`src/rtl/core/bdec_pkg.sv`:
```
package bdec_pkg;

    // event codes on the result channel
    typedef enum logic [2:0] {
        EV_NONE        = 3'd0,
        EV_LEFT        = 3'd1,
        EV_RIGHT       = 3'd2,
        EV_CENTER      = 3'd3,
        EV_LONG_CENTER = 3'd4
    } event_t;

    // button bit positions and single-button masks
    localparam int unsigned BTN_CENTER_BIT = 2;
    localparam logic [2:0]  BTN_LEFT       = 3'b001;
    localparam logic [2:0]  BTN_RIGHT      = 3'b010;

    // configuration register indexes
    localparam int unsigned CFG_IDX_W        = 8;
    localparam logic [7:0]  CFG_DEBOUNCE     = 8'd0;
    localparam logic [7:0]  CFG_REPEAT_GUARD = 8'd1;
    localparam logic [7:0]  CFG_CENTER_GUARD = 8'd2;
    localparam logic [7:0]  CFG_LONG_PRESS   = 8'd3;

    // configuration reset values, milliseconds
    localparam logic [15:0] RST_DEBOUNCE     = 16'd25;
    localparam logic [15:0] RST_REPEAT_GUARD = 16'd60;
    localparam logic [15:0] RST_CENTER_GUARD = 16'd250;
    localparam logic [15:0] RST_LONG_PRESS   = 16'd900;

endpackage

```
`src/rtl/core/button_debounce_event_decoder.sv`:
```
// An item goes from the input register to the result register, which drives out_valid.
// Throughput: one item per cycle if not stalled; decode state updates in the same cycle as
// the result register, so consecutive samples see each other's effect without a gap.
// Reset (rst_n low, asynchronous): all decode state cleared to zero, both channels empty,
// timing registers back to debounce 25, repeat guard 60, center guard 250, long press 900.
module button_debounce_event_decoder
(
    input  logic                           clk,
    input  logic                           rst_n,
    // sample channel
    input  logic                           in_valid,
    output logic                           in_stall,
    input  logic [2:0]                     buttons_down,
    input  logic [31:0]                    time_ms,
    // event channel
    output logic                           out_valid,
    input  logic                           out_stall,
    output logic [2:0]                     event_res,
    // configuration write channel
    input  logic                           cfg_valid,
    output logic                           cfg_ready,
    input  logic [bdec_pkg::CFG_IDX_W-1:0] cfg_index,
    input  logic [15:0]                    cfg_data
);

    // configuration registers
    logic [15:0] debounce_reg;
    logic [15:0] repeat_guard_reg;
    logic [15:0] center_guard_reg;
    logic [15:0] long_press_reg;

    // input stage
    logic        in_vld_reg;
    logic [2:0]  raw_reg;
    logic [31:0] now_reg;

    // decode state
    logic [2:0]  prev_raw_reg,     prev_raw_next;
    logic [31:0] raw_change_reg,   raw_change_next;
    logic [2:0]  steady_reg,       steady_next;
    logic        press_reg,        press_next;
    logic        long_sent_reg,    long_sent_next;
    logic [2:0]  held_reg,         held_next;
    logic [31:0] press_begin_reg,  press_begin_next;
    logic [31:0] last_event_reg,   last_event_next;

    // result stage
    logic        out_vld_reg;
    logic [2:0]  event_reg;

    logic              advance;
    bdec_pkg::event_t  ev;
    logic [31:0]       since_change;
    logic [31:0]       since_last;
    logic [31:0]       since_press;
    logic [15:0]       guard;

    // input item moves on when the result register is free or being drained
    assign advance   = in_vld_reg && (!out_vld_reg || !out_stall);
    assign in_stall  = in_vld_reg && !advance;
    assign cfg_ready = 1'b1;
    assign out_valid = out_vld_reg;
    assign event_res = event_reg;

    // configuration writes, unknown indexes ignored
    always_ff @(posedge clk or negedge rst_n)
    begin
        if (!rst_n)
        begin
            debounce_reg     <= bdec_pkg::RST_DEBOUNCE;
            repeat_guard_reg <= bdec_pkg::RST_REPEAT_GUARD;
            center_guard_reg <= bdec_pkg::RST_CENTER_GUARD;
            long_press_reg   <= bdec_pkg::RST_LONG_PRESS;
        end
        else if (cfg_valid && cfg_ready)
        begin
            case (cfg_index)
                bdec_pkg::CFG_DEBOUNCE:     debounce_reg     <= cfg_data;
                bdec_pkg::CFG_REPEAT_GUARD: repeat_guard_reg <= cfg_data;
                bdec_pkg::CFG_CENTER_GUARD: center_guard_reg <= cfg_data;
                bdec_pkg::CFG_LONG_PRESS:   long_press_reg   <= cfg_data;
                default:                    ;
            endcase
        end
    end

    // input register valid
    always_ff @(posedge clk or negedge rst_n)
    begin
        if (!rst_n)
        begin
            in_vld_reg <= 1'b0;
        end
        else if (!in_stall)
        begin
            in_vld_reg <= in_valid;
        end
    end

    // input register payload
    always_ff @(posedge clk)
    begin
        if (in_valid && !in_stall)
        begin
            raw_reg <= buttons_down;
            now_reg <= time_ms;
        end
    end

    // wrapping elapsed times
    assign since_change = now_reg - raw_change_reg;
    assign since_last   = now_reg - last_event_reg;
    assign since_press  = now_reg - press_begin_reg;
    assign guard        = held_reg[bdec_pkg::BTN_CENTER_BIT] ? center_guard_reg
                                                             : repeat_guard_reg;

    // debounce and event decode
    always_comb
    begin
        prev_raw_next    = prev_raw_reg;
        raw_change_next  = raw_change_reg;
        steady_next      = steady_reg;
        press_next       = press_reg;
        long_sent_next   = long_sent_reg;
        held_next        = held_reg;
        press_begin_next = press_begin_reg;
        last_event_next  = last_event_reg;
        ev               = bdec_pkg::EV_NONE;
        if (advance)
        begin
            if (raw_reg != prev_raw_reg)
            begin
                // raw change restarts the debounce timer
                prev_raw_next   = raw_reg;
                raw_change_next = now_reg;
            end
            else if (since_change < {16'd0, debounce_reg})
            begin
                // still settling
            end
            else if (raw_reg != steady_reg)
            begin
                steady_next = raw_reg;
                if (raw_reg != 3'd0 && !press_reg)
                begin
                    // press starts
                    press_next       = 1'b1;
                    long_sent_next   = 1'b0;
                    held_next        = raw_reg;
                    press_begin_next = now_reg;
                end
                else if (raw_reg == 3'd0 && press_reg)
                begin
                    // release, emit unless in guard, long press sent or held is left+right
                    press_next = 1'b0;
                    if (!(since_last < {16'd0, guard}) && !long_sent_reg)
                    begin
                        last_event_next = now_reg;
                        if (held_reg[bdec_pkg::BTN_CENTER_BIT])
                        begin
                            ev = bdec_pkg::EV_CENTER;
                        end
                        else if (held_reg == bdec_pkg::BTN_LEFT)
                        begin
                            ev = bdec_pkg::EV_LEFT;
                        end
                        else if (held_reg == bdec_pkg::BTN_RIGHT)
                        begin
                            ev = bdec_pkg::EV_RIGHT;
                        end
                    end
                end
            end
            else if (press_reg && !long_sent_reg && steady_reg[bdec_pkg::BTN_CENTER_BIT]
                     && since_press >= {16'd0, long_press_reg})
            begin
                // long center hold, once per press
                long_sent_next  = 1'b1;
                last_event_next = now_reg;
                ev              = bdec_pkg::EV_LONG_CENTER;
            end
        end
    end

    // decode state registers
    always_ff @(posedge clk or negedge rst_n)
    begin
        if (!rst_n)
        begin
            prev_raw_reg    <= 3'd0;
            raw_change_reg  <= 32'd0;
            steady_reg      <= 3'd0;
            press_reg       <= 1'b0;
            long_sent_reg   <= 1'b0;
            held_reg        <= 3'd0;
            press_begin_reg <= 32'd0;
            last_event_reg  <= 32'd0;
        end
        else
        begin
            prev_raw_reg    <= prev_raw_next;
            raw_change_reg  <= raw_change_next;
            steady_reg      <= steady_next;
            press_reg       <= press_next;
            long_sent_reg   <= long_sent_next;
            held_reg        <= held_next;
            press_begin_reg <= press_begin_next;
            last_event_reg  <= last_event_next;
        end
    end

    // result register valid
    always_ff @(posedge clk or negedge rst_n)
    begin
        if (!rst_n)
        begin
            out_vld_reg <= 1'b0;
        end
        else if (advance)
        begin
            out_vld_reg <= 1'b1;
        end
        else if (!out_stall)
        begin
            out_vld_reg <= 1'b0;
        end
    end

    // result register payload
    always_ff @(posedge clk)
    begin
        if (advance)
        begin
            event_reg <= ev;
        end
    end

endmodule
```
`config.mk`:
```
export PLATFORM = sky130hd
export DESIGN_NAME = button_debounce_event_decoder
export DESIGN_NICKNAME = d
export VERILOG_FILES = /design/src/rtl/core/bdec_pkg.sv /design/src/rtl/core/button_debounce_event_decoder.sv
export SDC_FILE = /design/constraint.sdc
export NUM_CORES = 1
export LEC_CHECK = 0
export BUFFER_PORTS_ARGS = -buffer_cell sky130_fd_sc_hd__buf_2
export CAP_MARGIN = 10
export CORE_MARGIN = 2
export CORE_UTILIZATION = 25
export DETAILED_ROUTE_END_ITERATION = 12
export HOLD_SLACK_MARGIN = 0.05
export PLACE_DENSITY = 0.39
export SYNTH_ARGS = -nofsm -noshare
export SYNTH_HDL_FRONTEND = slang
export SYNTH_SLANG_ARGS = --single-unit
```
`constraint.sdc`:
```
create_clock -name clk -period 6.35 [get_ports clk]
set_input_delay 0.9525 -clock clk [delete_from_list [all_inputs] [get_ports clk]]
set_output_delay 0.9525 -clock clk [all_outputs]
set_load 0.1 [all_outputs]
```
==> results of run 1 <==
worst paths after layout:
path | start | end | slack, ns | cells after the start
min | rst_n | center_guard_reg[2] | 0.35 | 1
max reg2reg | now_reg[0] | press_begin_reg[2] | 0.33 | 23
max in group asynchronous | rst_n | raw_change_reg[23] | 4.77 | 2
max | now_reg[0] | press_begin_reg[2] | 0.33 | 23
min in group clk | repeat_guard_reg[9] | repeat_guard_reg[9] | 0.50 | 1
min reg2reg | repeat_guard_reg[9] | repeat_guard_reg[9] | 0.50 | 1
metal layers:
layer | vias to the layer above | global-route usage | part of all wire
li1 | 5803 | - | -
met1 | 5493 | 0.195 | 0.50
met2 | 159 | 0.219 | 0.45
met3 | 61 | 0.0168 | 0.025
met4 | 0 | 0.0373 | 0.027
met5 | - | 0 | 0
cells by family (layout without fill, tap and decap cells):
group | after synthesis | count (layout)
AOI/OAI and AO/OA | 421 | 421
adders and majority gates | 144 | 144
and+or+nand+nor | 367 | 367
other | 1 | 2
DFF | 211 | 211
xor gates and xnor gates | 74 | 74
muxes | 145 | 145
buffers and inverters | 208 | 301
through the flow:
stage           util  hold WS [ns]  instance area, µm²  total power [µW]
6_report       0.291         0.351               17200              5490
3_5_place_dp   0.275         0.492               16300              3910
4_1_cts        0.291         0.341               17200              5580
2_1_floorplan      -         0.457               15000              3300
5_1_grt        0.291         0.360               17200              5920
3_3_place_gp   0.275         0.485               16300              3900
cells in the final DEF, fill, tap and decap left out, drive strengths merged, types with 5 or more instances in the layout:
cell type  synthesis  routed
inv              159     161
dfrtp            156     156
ha               141     141
a21oi            134     134
nand2            126     126
mux2             124     124
o21ai            118     118
buf               15      85
nor2              70      70
xnor2             45      45
edfxtp            38      38
nand3             37      37
clkbuf            33      37
xor2              29      29
nand4             26      26
a21o              25      25
mux2i             21      21
o21a              18      18
o211ai            18      18
a211oi            18      18
dfstp             17      17
nor2b             16      16
nor3              15      15
nor4              15      15
o21bai            14      14
clkinv             1      14
nand2b            13      13
o31ai             11      11
a21boi            11      11
or2                8       8
o2111ai            7       7
a31oi              7       7
o22ai              7       7
and3               7       7
or3                7       7
or4                6       6
a211o              5       5
power groups by stage:
stage | clock, µW | combinational, µW | sequential, µW
floorplan | 0 | 1630 | 1670
global placement | 0 | 2200 | 1710
detailed placement | 0 | 2210 | 1710
CTS | 1680 | 2220 | 1690
global route | 1730 | 2480 | 1710
finish | 1610 | 2190 | 1680
area by class of cell:
cell class / count / share of cell area
multi-input cells: 1152 / 0.506
flip-flops and latches: 211 / 0.318
well taps: 773 / 0.0561
clock buffers: 36 / 0.0461
inverters: 160 / 0.0348
repair buffers: 86 / 0.0295
clock inverters: 19 / 0.00892
diodes: 1 / 0.000145
repair_timing:
action | CTS | global route
endpoints found under the setup margin | 0 | 58
buffers inserted | 0 | 0
resized for setup | 0 | 1
==> flow_metrics.tcl, run 1 <==
set metrics [dict create \
    track_usage 0.137 \
    synth-seq-cells 211 \
    dr.first_iter.drc_count 459 \
    fp.dieH_um 249 \
    numClockSinks 211 \
    avgViaCountPerCell 4.72 \
    multi_input_area_um2 8730 \
    pwr-share-comb 0.399 \
    setup_viol 0 \
    cts_hold_buffers 0 \
    synth-edff-count 38 \
    finClkSkew_ns 0.0259 \
    yosysTopAreaCell "dfrtp_1" \
    final_cells 2438 \
    tightest_slew_ns 0.956 \
    ant_nets 0 \
    wl_per_cell_um 17.5 \
    rows 89 \
    arrival_ns 6.46 \
    p_sw_uw 2050 \
    status "finished clean" \
    rsz0062_at_grt "no" \
    max_stage_delay_ns 0.56 \
    max_cap_violations 0 \
    period_needed_ns 6.02 \
    synthesis.nets 1779 \
    cp_slowest_cell "or4_4" \
    post-dp-hpwl_mm 34.0 \
    nets 1849 \
    powerDensity_nw_per_um2 318 \
    initial_utilization 0.254 \
    vias 11516 \
    critPathTopFamily "compound AO/OA/AOI/OAI gates" \
    cts_made_buffers 30 \
    die_width_um 249 \
    gp_congestion 0.877 \
    synth_common_cells "inv_1 (159), dfrtp_1 (156), ha_1 (141)" \
    max-slew-margin-rel 0.361 \
    hold_viol 0 \
    worst-path-max-fanout 34 \
    overflow 0 \
    grt_antenna_before_repair 1 \
    end_kind "flop" \
    grt_pass1_vias 11716 \
    htreeDepth 1 \
    synthCells 1571 \
    io_buffers 68 \
    async_flop_share 0.820 \
    firstDrtPassIters 4 \
    ys_types 77 \
    avgSynthCellArea_um2 9.56 \
    fp.coreArea_um2 59200 \
    fmax_mhz 166 \
    layout-drive-gt1-share 0.173 \
    fillCellCount 6310 \
    netlist_area_um2 15000 \
    synth_top_area_share 0.260 \
    yosys.area_share.simple 0.120 \
    areaGrowthSynthToFinish_pct 14.8 \
    finalSetupTns_ns 0 \
    synth.area.top_cells "dfrtp_1 (26%), ha_1 (12%), edfxtp_1 (7.6%)" \
    crit_path_cell_trace "inv_1 -> ha_1 -> inv_1 -> fa_1 -> a211oi_1 -> o21ai_1 -> a21oi_4 -> o21ai_0 -> a21oi_1 -> xnor2_1 -> ha_1 -> nor2b_1 -> o21ai_0 -> o2111ai_1 -> nor4_1 -> o2111ai_1 -> or4_1 -> or4_4 -> o31ai_4 -> buf_4 -> nor4_4 -> buf_12 -> mux2_4" \
    dp_cells 2382 \
    synthFlopType "dfrtp_1" \
    synth-adder-area-share 0.121 \
    grt_pass1_wl_mm 67.5 \
    yosysWarnings 0 \
    drt-total-wl_mm 42.7 \
    io_pins 70 \
    yosys.cell_count.top_type "inv_1" \
    clkPwrFrac 0.294 \
    synth-compound-area-share 0.173 \
    crit_buf_inv 4 \
    slew_violations 0 \
    drc 0 \
    cts_tree "yes" \
    synth_top_family_by_area "compound AO/OA/AOI/OAI gates" \
    design.die.area_um2 62100 \
    fin_crit_sh 0.947 \
    seqCellArea_um2 5490 \
    fin_ws_ns 0.334 \
    seqPwrFrac 0.307 \
    crit_type "flop to flop" \
    synthMuxAreaShare 0.121 \
    clk_latency_ns 0.58 \
    clockBufferDepth 3 \
    swShare 0.374 \
    synth-xor-area-share 0.0431 \
    clk_pin_slew_ns 0.06 \
    grt_max_degree 63 \
    internal-power_uw 3440 \
    hp-class "input pin to async pin" \
    synth_seq_area_share 0.366 \
    cp_data_required_time_ns 6.80 \
    cts-root-buf "clkbuf_16" \
    dpl_worst_slack_ns 0.269 \
    start_kind "flop" \
    p_leak_uw 0.00731 \
    vdd_drop_max_mv 0.219 \
]
No activity file was read; power rests on OpenSTA's default activity.
==> inputs of run 2 (changes only) <==
PLACE_DENSITY = unset   (was 0.39)
PLACE_DENSITY_LB_ADDON = 0.15   (was unset)
==> run 2 against run 1 <==
Net effect: worst setup slack better by 0.13 ns; critical path type unchanged; non-clock buffer count up 4; clock power about the same; critical endpoint is now last_event_reg[6]; cell count about the same; hold slack better by 0.029 ns; power about the same; combinational power about the same; count of clock-buffer cells in the layout unchanged; first-iteration DRC count up 13%; die area unchanged; clock skew up 0.0036 ns; sequential cell count unchanged.
==> flow_metrics.tcl, run 2 (synthesis results as in run 1) <==
set metrics [dict create \
    rr_startpoint "now_reg[0]" \
    areaGrowthSynthToFinish_pct 15.1 \
    end_kind "flop" \
    initial_utilization 0.254 \
    vdd_drop_max_mv 0.206 \
    cts_tree "yes" \
    cts-root-buf "clkbuf_16" \
    overflow 0 \
    final_cell_mix "inv_1 (159), dfrtp_1 (156), ha_1 (141), a21oi_1 (133), nand2_1 (126)" \
    numClockSinks 211 \
    status "finished clean" \
    fillCellCount 6283 \
    fin_crit_sh 0.927 \
    drc 0 \
    clk_latency_ns 0.57 \
    startpoint "now_reg[0]" \
    hp-class "input pin to async pin" \
    slew_violations 0 \
    powerDensity_nw_per_um2 318 \
    grt_pass1_vias 11714 \
    vias 11610 \
    fin_area_um2 17300 \
    ant_nets 0 \
    firstDrtPassIters 5 \
    crit_type "flop to flop" \
    finClkSkew_ns 0.0295 \
    finalSetupTns_ns 0 \
    worst-path-max-fanout 32 \
    tightest_slew_ns 0.959 \
    start_kind "flop" \
    dr.first_iter.drc_count 519 \
    track_usage 0.134 \
    cts_made_buffers 28 \
    arrival_ns 6.32 \
    cts_hold_buffers 0 \
    fp.coreArea_um2 59200 \
    gp_congestion 0.865 \
    hold_viol 0 \
    grt_pass1_wl_mm 66.1 \
    dpl_cell_area_um2 16300 \
    max_cap_violations 0 \
    nets 1851 \
    setup_viol 0 \
    rsz0062_at_grt "no" \
    htreeDepth 1 \
    clk_pin_slew_ns 0.06 \
    grt_antenna_before_repair 0 \
    io_pins 70 \
    layout-drive-gt1-share 0.175 \
    design.die.area_um2 62100 \
    io_buffers 68 \
    clockBufferDepth 3 \
    avgViaCountPerCell 4.76 \
    rows 89 \
    final_common_cell "inv_1" \
    grt_max_degree 70 \
    max-slew-margin-rel 0.359 \
    die_width_um 249 \
    drt-total-wl_mm 41.9 \
    p_leak_uw 0.00733 \
    post-dp-hpwl_mm 33.2 \
    wl_per_cell_um 17.2 \
    fmax_mhz 170 \
    timing.hold.ws_ns 0.380 \
    period_needed_ns 5.89 \
    fp.dieH_um 249 \
    total_power_uw 5490 \
    cp_data_required_time_ns 6.78 \
]
[run 2: cell count changes in the layout (fill, tap and decap cells not counted), moves of 2 or more]
cell | before | now
buf_4 | 16 | 19
bufinv_16 | 2 | 4
clkbuf_16 | 31 | 28
clkbuf_8 | 1 | 3
clkinv_1 | 7 | 4
inv_6 | 2 | 0
[run 2: per-layer routing]
| metal | part of all wire | track usage | routed length (µm) |
|---|---|---|---|
| met5 | 0 | 0 | 0 |
| met4 | 0.027 | 0.0380 | 1130 |
| met3 | 0.032 | 0.0178 | 1350 |
| met2 | 0.44 | 0.213 | 18400 |
| met1 | 0.50 | 0.189 | 21000 |
[run 2: critical path: stages, from the launching register on]
cell       delay (ns)
edfxtp_1         0.42
inv_1            0.14
ha_1             0.21
inv_1            0.07
fa_1             0.42
a211oi_1         0.30
o21ai_1          0.14
a21oi_2          0.26
o21ai_0          0.13
a21oi_1          0.25
xnor2_1          0.15
ha_1             0.25
nor2b_1          0.13
o21ai_0          0.20
o2111ai_1        0.14
nor4_1           0.27
o2111ai_1        0.13
or4_1            0.48
or4_4            0.56
o31ai_4          0.22
buf_12           0.16
buf_4            0.11
a211oi_4         0.04
buf_12           0.23
mux2_4           0.32
[run 2: layout make-up]
cell class	count	area, µm²	share of cell area
Multi-Input combinational cell	1152	8730	0.505
Sequential cell	211	5490	0.318
Tap cell	773	967	0.0559
Clock buffer	36	751	0.0434
Inverter	160	601	0.0347
Timing Repair Buffer	90	552	0.0319
Clock inverter	16	196	0.0114
Antenna cell	1	2.50	0.000145
[run 2: report_power, final]
group	internal [µW]	switching (µW)	total, µW
clock	995	626	1620
combinational	918	1270	2190
sequential	1560	118	1680
[run 2: worst paths after layout]
check	to	slack, ns	depth (start not counted)
max	last_event_reg[6]	0.46	24
min	long_press_reg[3]	0.38	1
max reg2reg	last_event_reg[6]	0.46	24
min reg2reg	out_valid	0.50	1
max in group asynchronous	raw_change_reg[29]	4.65	2
min in group clk	out_valid	0.50	1
[run 2: repair_timing]
action	CTS	global route
gates resized for setup	0	1
buffers inserted	0	4
endpoints found under the setup margin	0	63
[run 2: per-stage QoR]
step | util | std cells | setup slack [ns]
2_1_floorplan | - | 1571 | 1.09
3_3_place_gp | 0.275 | 2382 | 0.212
3_5_place_dp | 0.275 | 2382 | 0.167
4_1_cts | 0.291 | 2434 | 0.116
5_1_grt | 0.292 | 2438 | 0.0423
6_report | 0.292 | 2439 | 0.461
==> inputs of run 3 (changes only) <==
BUFFER_PORTS_ARGS = unset   (was -buffer_cell sky130_fd_sc_hd__buf_2)
DONT_BUFFER_PORTS = 1   (was unset)
==> run 3 against run 2 <==
Net effect: cell count fell by 2.6%; die area did not move; wire length rose by 1.2%; critical path depth fell by 1; sequential cell count did not move; hold slack got worse by 0.30 ns; global-route usage rose by 0.13 points; worst setup slack improved by 0.14 ns; power rose by 1.3%; largest cell class unchanged.
==> flow_metrics.tcl, run 3 (synthesis results as in run 1) <==
set metrics [dict create \
    status "finished clean" \
    grt_antenna_before_repair 1 \
    crit_path_cell_trace "inv_1 -> ha_1 -> inv_1 -> fa_1 -> a211oi_1 -> o21ai_1 -> a21oi_2 -> o21ai_0 -> a21oi_1 -> xnor2_1 -> ha_1 -> nor2b_1 -> o21ai_0 -> o2111ai_1 -> nor4_1 -> o2111ai_1 -> or4_1 -> or4_4 -> o31ai_4 -> buf_12 -> nor4_4 -> buf_12 -> mux2_4" \
    wl_per_cell_um 17.8 \
    fin_crit_sh 0.906 \
    cp_data_required_time_ns 6.80 \
    cp_num_cells 23 \
    vdd_drop_max_mv 0.214 \
    htreeDepth 1 \
    p_leak_uw 0.00712 \
    grt_max_degree 174 \
    met2_usage 0.215 \
    clk_pin_slew_ns 0.06 \
    powerDensity_nw_per_um2 326 \
    fp.dieH_um 249 \
    worst-path-max-fanout 36 \
    arrival_ns 6.20 \
    seqPwrFrac 0.304 \
    use_met1 0.191 \
    max-slew-margin-rel 0.363 \
    critPathTopFamily "compound AO/OA/AOI/OAI gates" \
    cp_slowest_cell "or4_4" \
    worstRegToRegCells 23 \
    crit_type "flop to flop" \
    numClockSinks 211 \
    cts_tree "yes" \
    fillCellCount 6312 \
    overflow 0 \
    rsz0062_at_grt "no" \
    drt-total-wl_mm 42.4 \
    setup.worst_path.end "press_begin_reg[6]" \
    areaGrowthSynthToFinish_pct 13.5 \
    rows 89 \
    pwr-share-comb 0.383 \
    dr.first_iter.drc_count 588 \
    hold_viol 0 \
    drc 0 \
    finClkSkew_ns 0.0221 \
    vias 11355 \
    design.die.area_um2 62100 \
    grtUsageMet3 0.0171 \
    final_core_util 0.288 \
    track_usage 0.135 \
    final_common_cell "inv_1" \
    clk_latency_ns 0.58 \
    crit_buf_inv 4 \
    seqCellArea_um2 5490 \
    final_cell_mix "inv_1 (159), dfrtp_1 (156), ha_1 (141), a21oi_1 (133), nand2_1 (126)" \
    grt_most_used_layer "met2" \
    setup_viol 0 \
    hp-class "input pin to async pin" \
    rr_startpoint "now_reg[0]" \
    end_kind "flop" \
    slew_violations 0 \
    io_pins 70 \
    fmax_mhz 174 \
    worst-r2r-setup-slack_ns 0.60 \
    max_cap_violations 0 \
    ant_nets 0 \
    initial_utilization 0.254 \
    post-dp-hpwl_mm 32.9 \
    swShare 0.360 \
    cts-root-buf "clkbuf_16" \
    clkPwrFrac 0.314 \
    final_cells 2376 \
    clockBufferDepth 3 \
    layout-drive-gt1-share 0.143 \
    avgViaCountPerCell 4.78 \
    startpoint "now_reg[0]" \
    finalSetupTns_ns 0 \
    cts_made_buffers 29 \
    start_kind "flop" \
    firstDrtPassIters 5 \
    grt_pass1_wl_mm 66.3 \
    multi_input_area_um2 8720 \
    period_needed_ns 5.75 \
    io_buffers 0 \
    nets 1787 \
    internal-power_uw 3560 \
    fp.coreArea_um2 59200 \
    tightest_slew_ns 0.953 \
    gp_congestion 0.863 \
    dp_cells 2316 \
    grt_pass1_vias 11453 \
    p_sw_uw 2000 \
    die_width_um 249 \
    cts_hold_buffers 0 \
    r2r_end "press_begin_reg[6]" \
    max_stage_delay_ns 0.56 \
]
-- run 3: changes by cell type in the layout (fill, tap and decap cells not counted), sizes merged --
| cell | change |
|---|---|
| buf | -64 |
| clkinv | -3 |
| clkbuf | +2 |
| inv | +3 |
| clkinvlp | -1 |
-- run 3: how the worst min path moves through the flow --
stage               startpoint                  end  slack, ns  cells past startpoint
floorplan           in_vld_reg            out_valid       0.46                      1
detailed placement  in_vld_reg            out_valid       0.49                      1
global route             rst_n  center_guard_reg[0]       0.06                      0
global placement    in_vld_reg            out_valid       0.48                      1
CTS                      rst_n          held_reg[1]       0.06                      0
finish                   rst_n  center_guard_reg[0]       0.08                      0
-- run 3: area by class of cell --
type / instances / area share
repair buffers: 25 / 0.0132
well taps: 773 / 0.0568
multi-input cells: 1152 / 0.512
inverters: 160 / 0.0352
clock buffers: 39 / 0.0496
clock inverters: 15 / 0.0110
flip-flops and latches: 211 / 0.322
diodes: 1 / 0.000147
-- run 3: power groups by stage --
stage	Clock [µW]	Sequential (µW)	Combinational [µW]
after floorplan	0	1670	1630
after global placement	0	1710	2130
after detailed placement	0	1710	2130
after CTS	1810	1690	2140
after global routing	1860	1710	2420
final	1740	1690	2130
-- run 3: layer usage --
layer | share of wire | vias to the layer above
met2 | 0.44 | 181
met5 | 0 | -
met3 | 0.031 | 72
met1 | 0.50 | 5430
li1 | - | 5672
met4 | 0.032 | 0
-- run 3: stage by stage --
step | hold WS, ns | area (µm²) | setup slack, ns | power, µW
floorplan | 0.457 | 15000 | 1.09 | 3300
global placement | 0.476 | 16000 | 0.447 | 3840
detailed placement | 0.486 | 16000 | 0.406 | 3850
CTS | 0.0578 | 17000 | 0.371 | 5650
global route | 0.0565 | 17000 | 0.0857 | 6000
finish | 0.0833 | 17000 | 0.599 | 5560
-- run 3: repair_timing --
action                                  4_1_cts  5_1_grt
buffers inserted                              0        5
endpoints found under the setup margin        0       61
gates resized for setup                       0        0
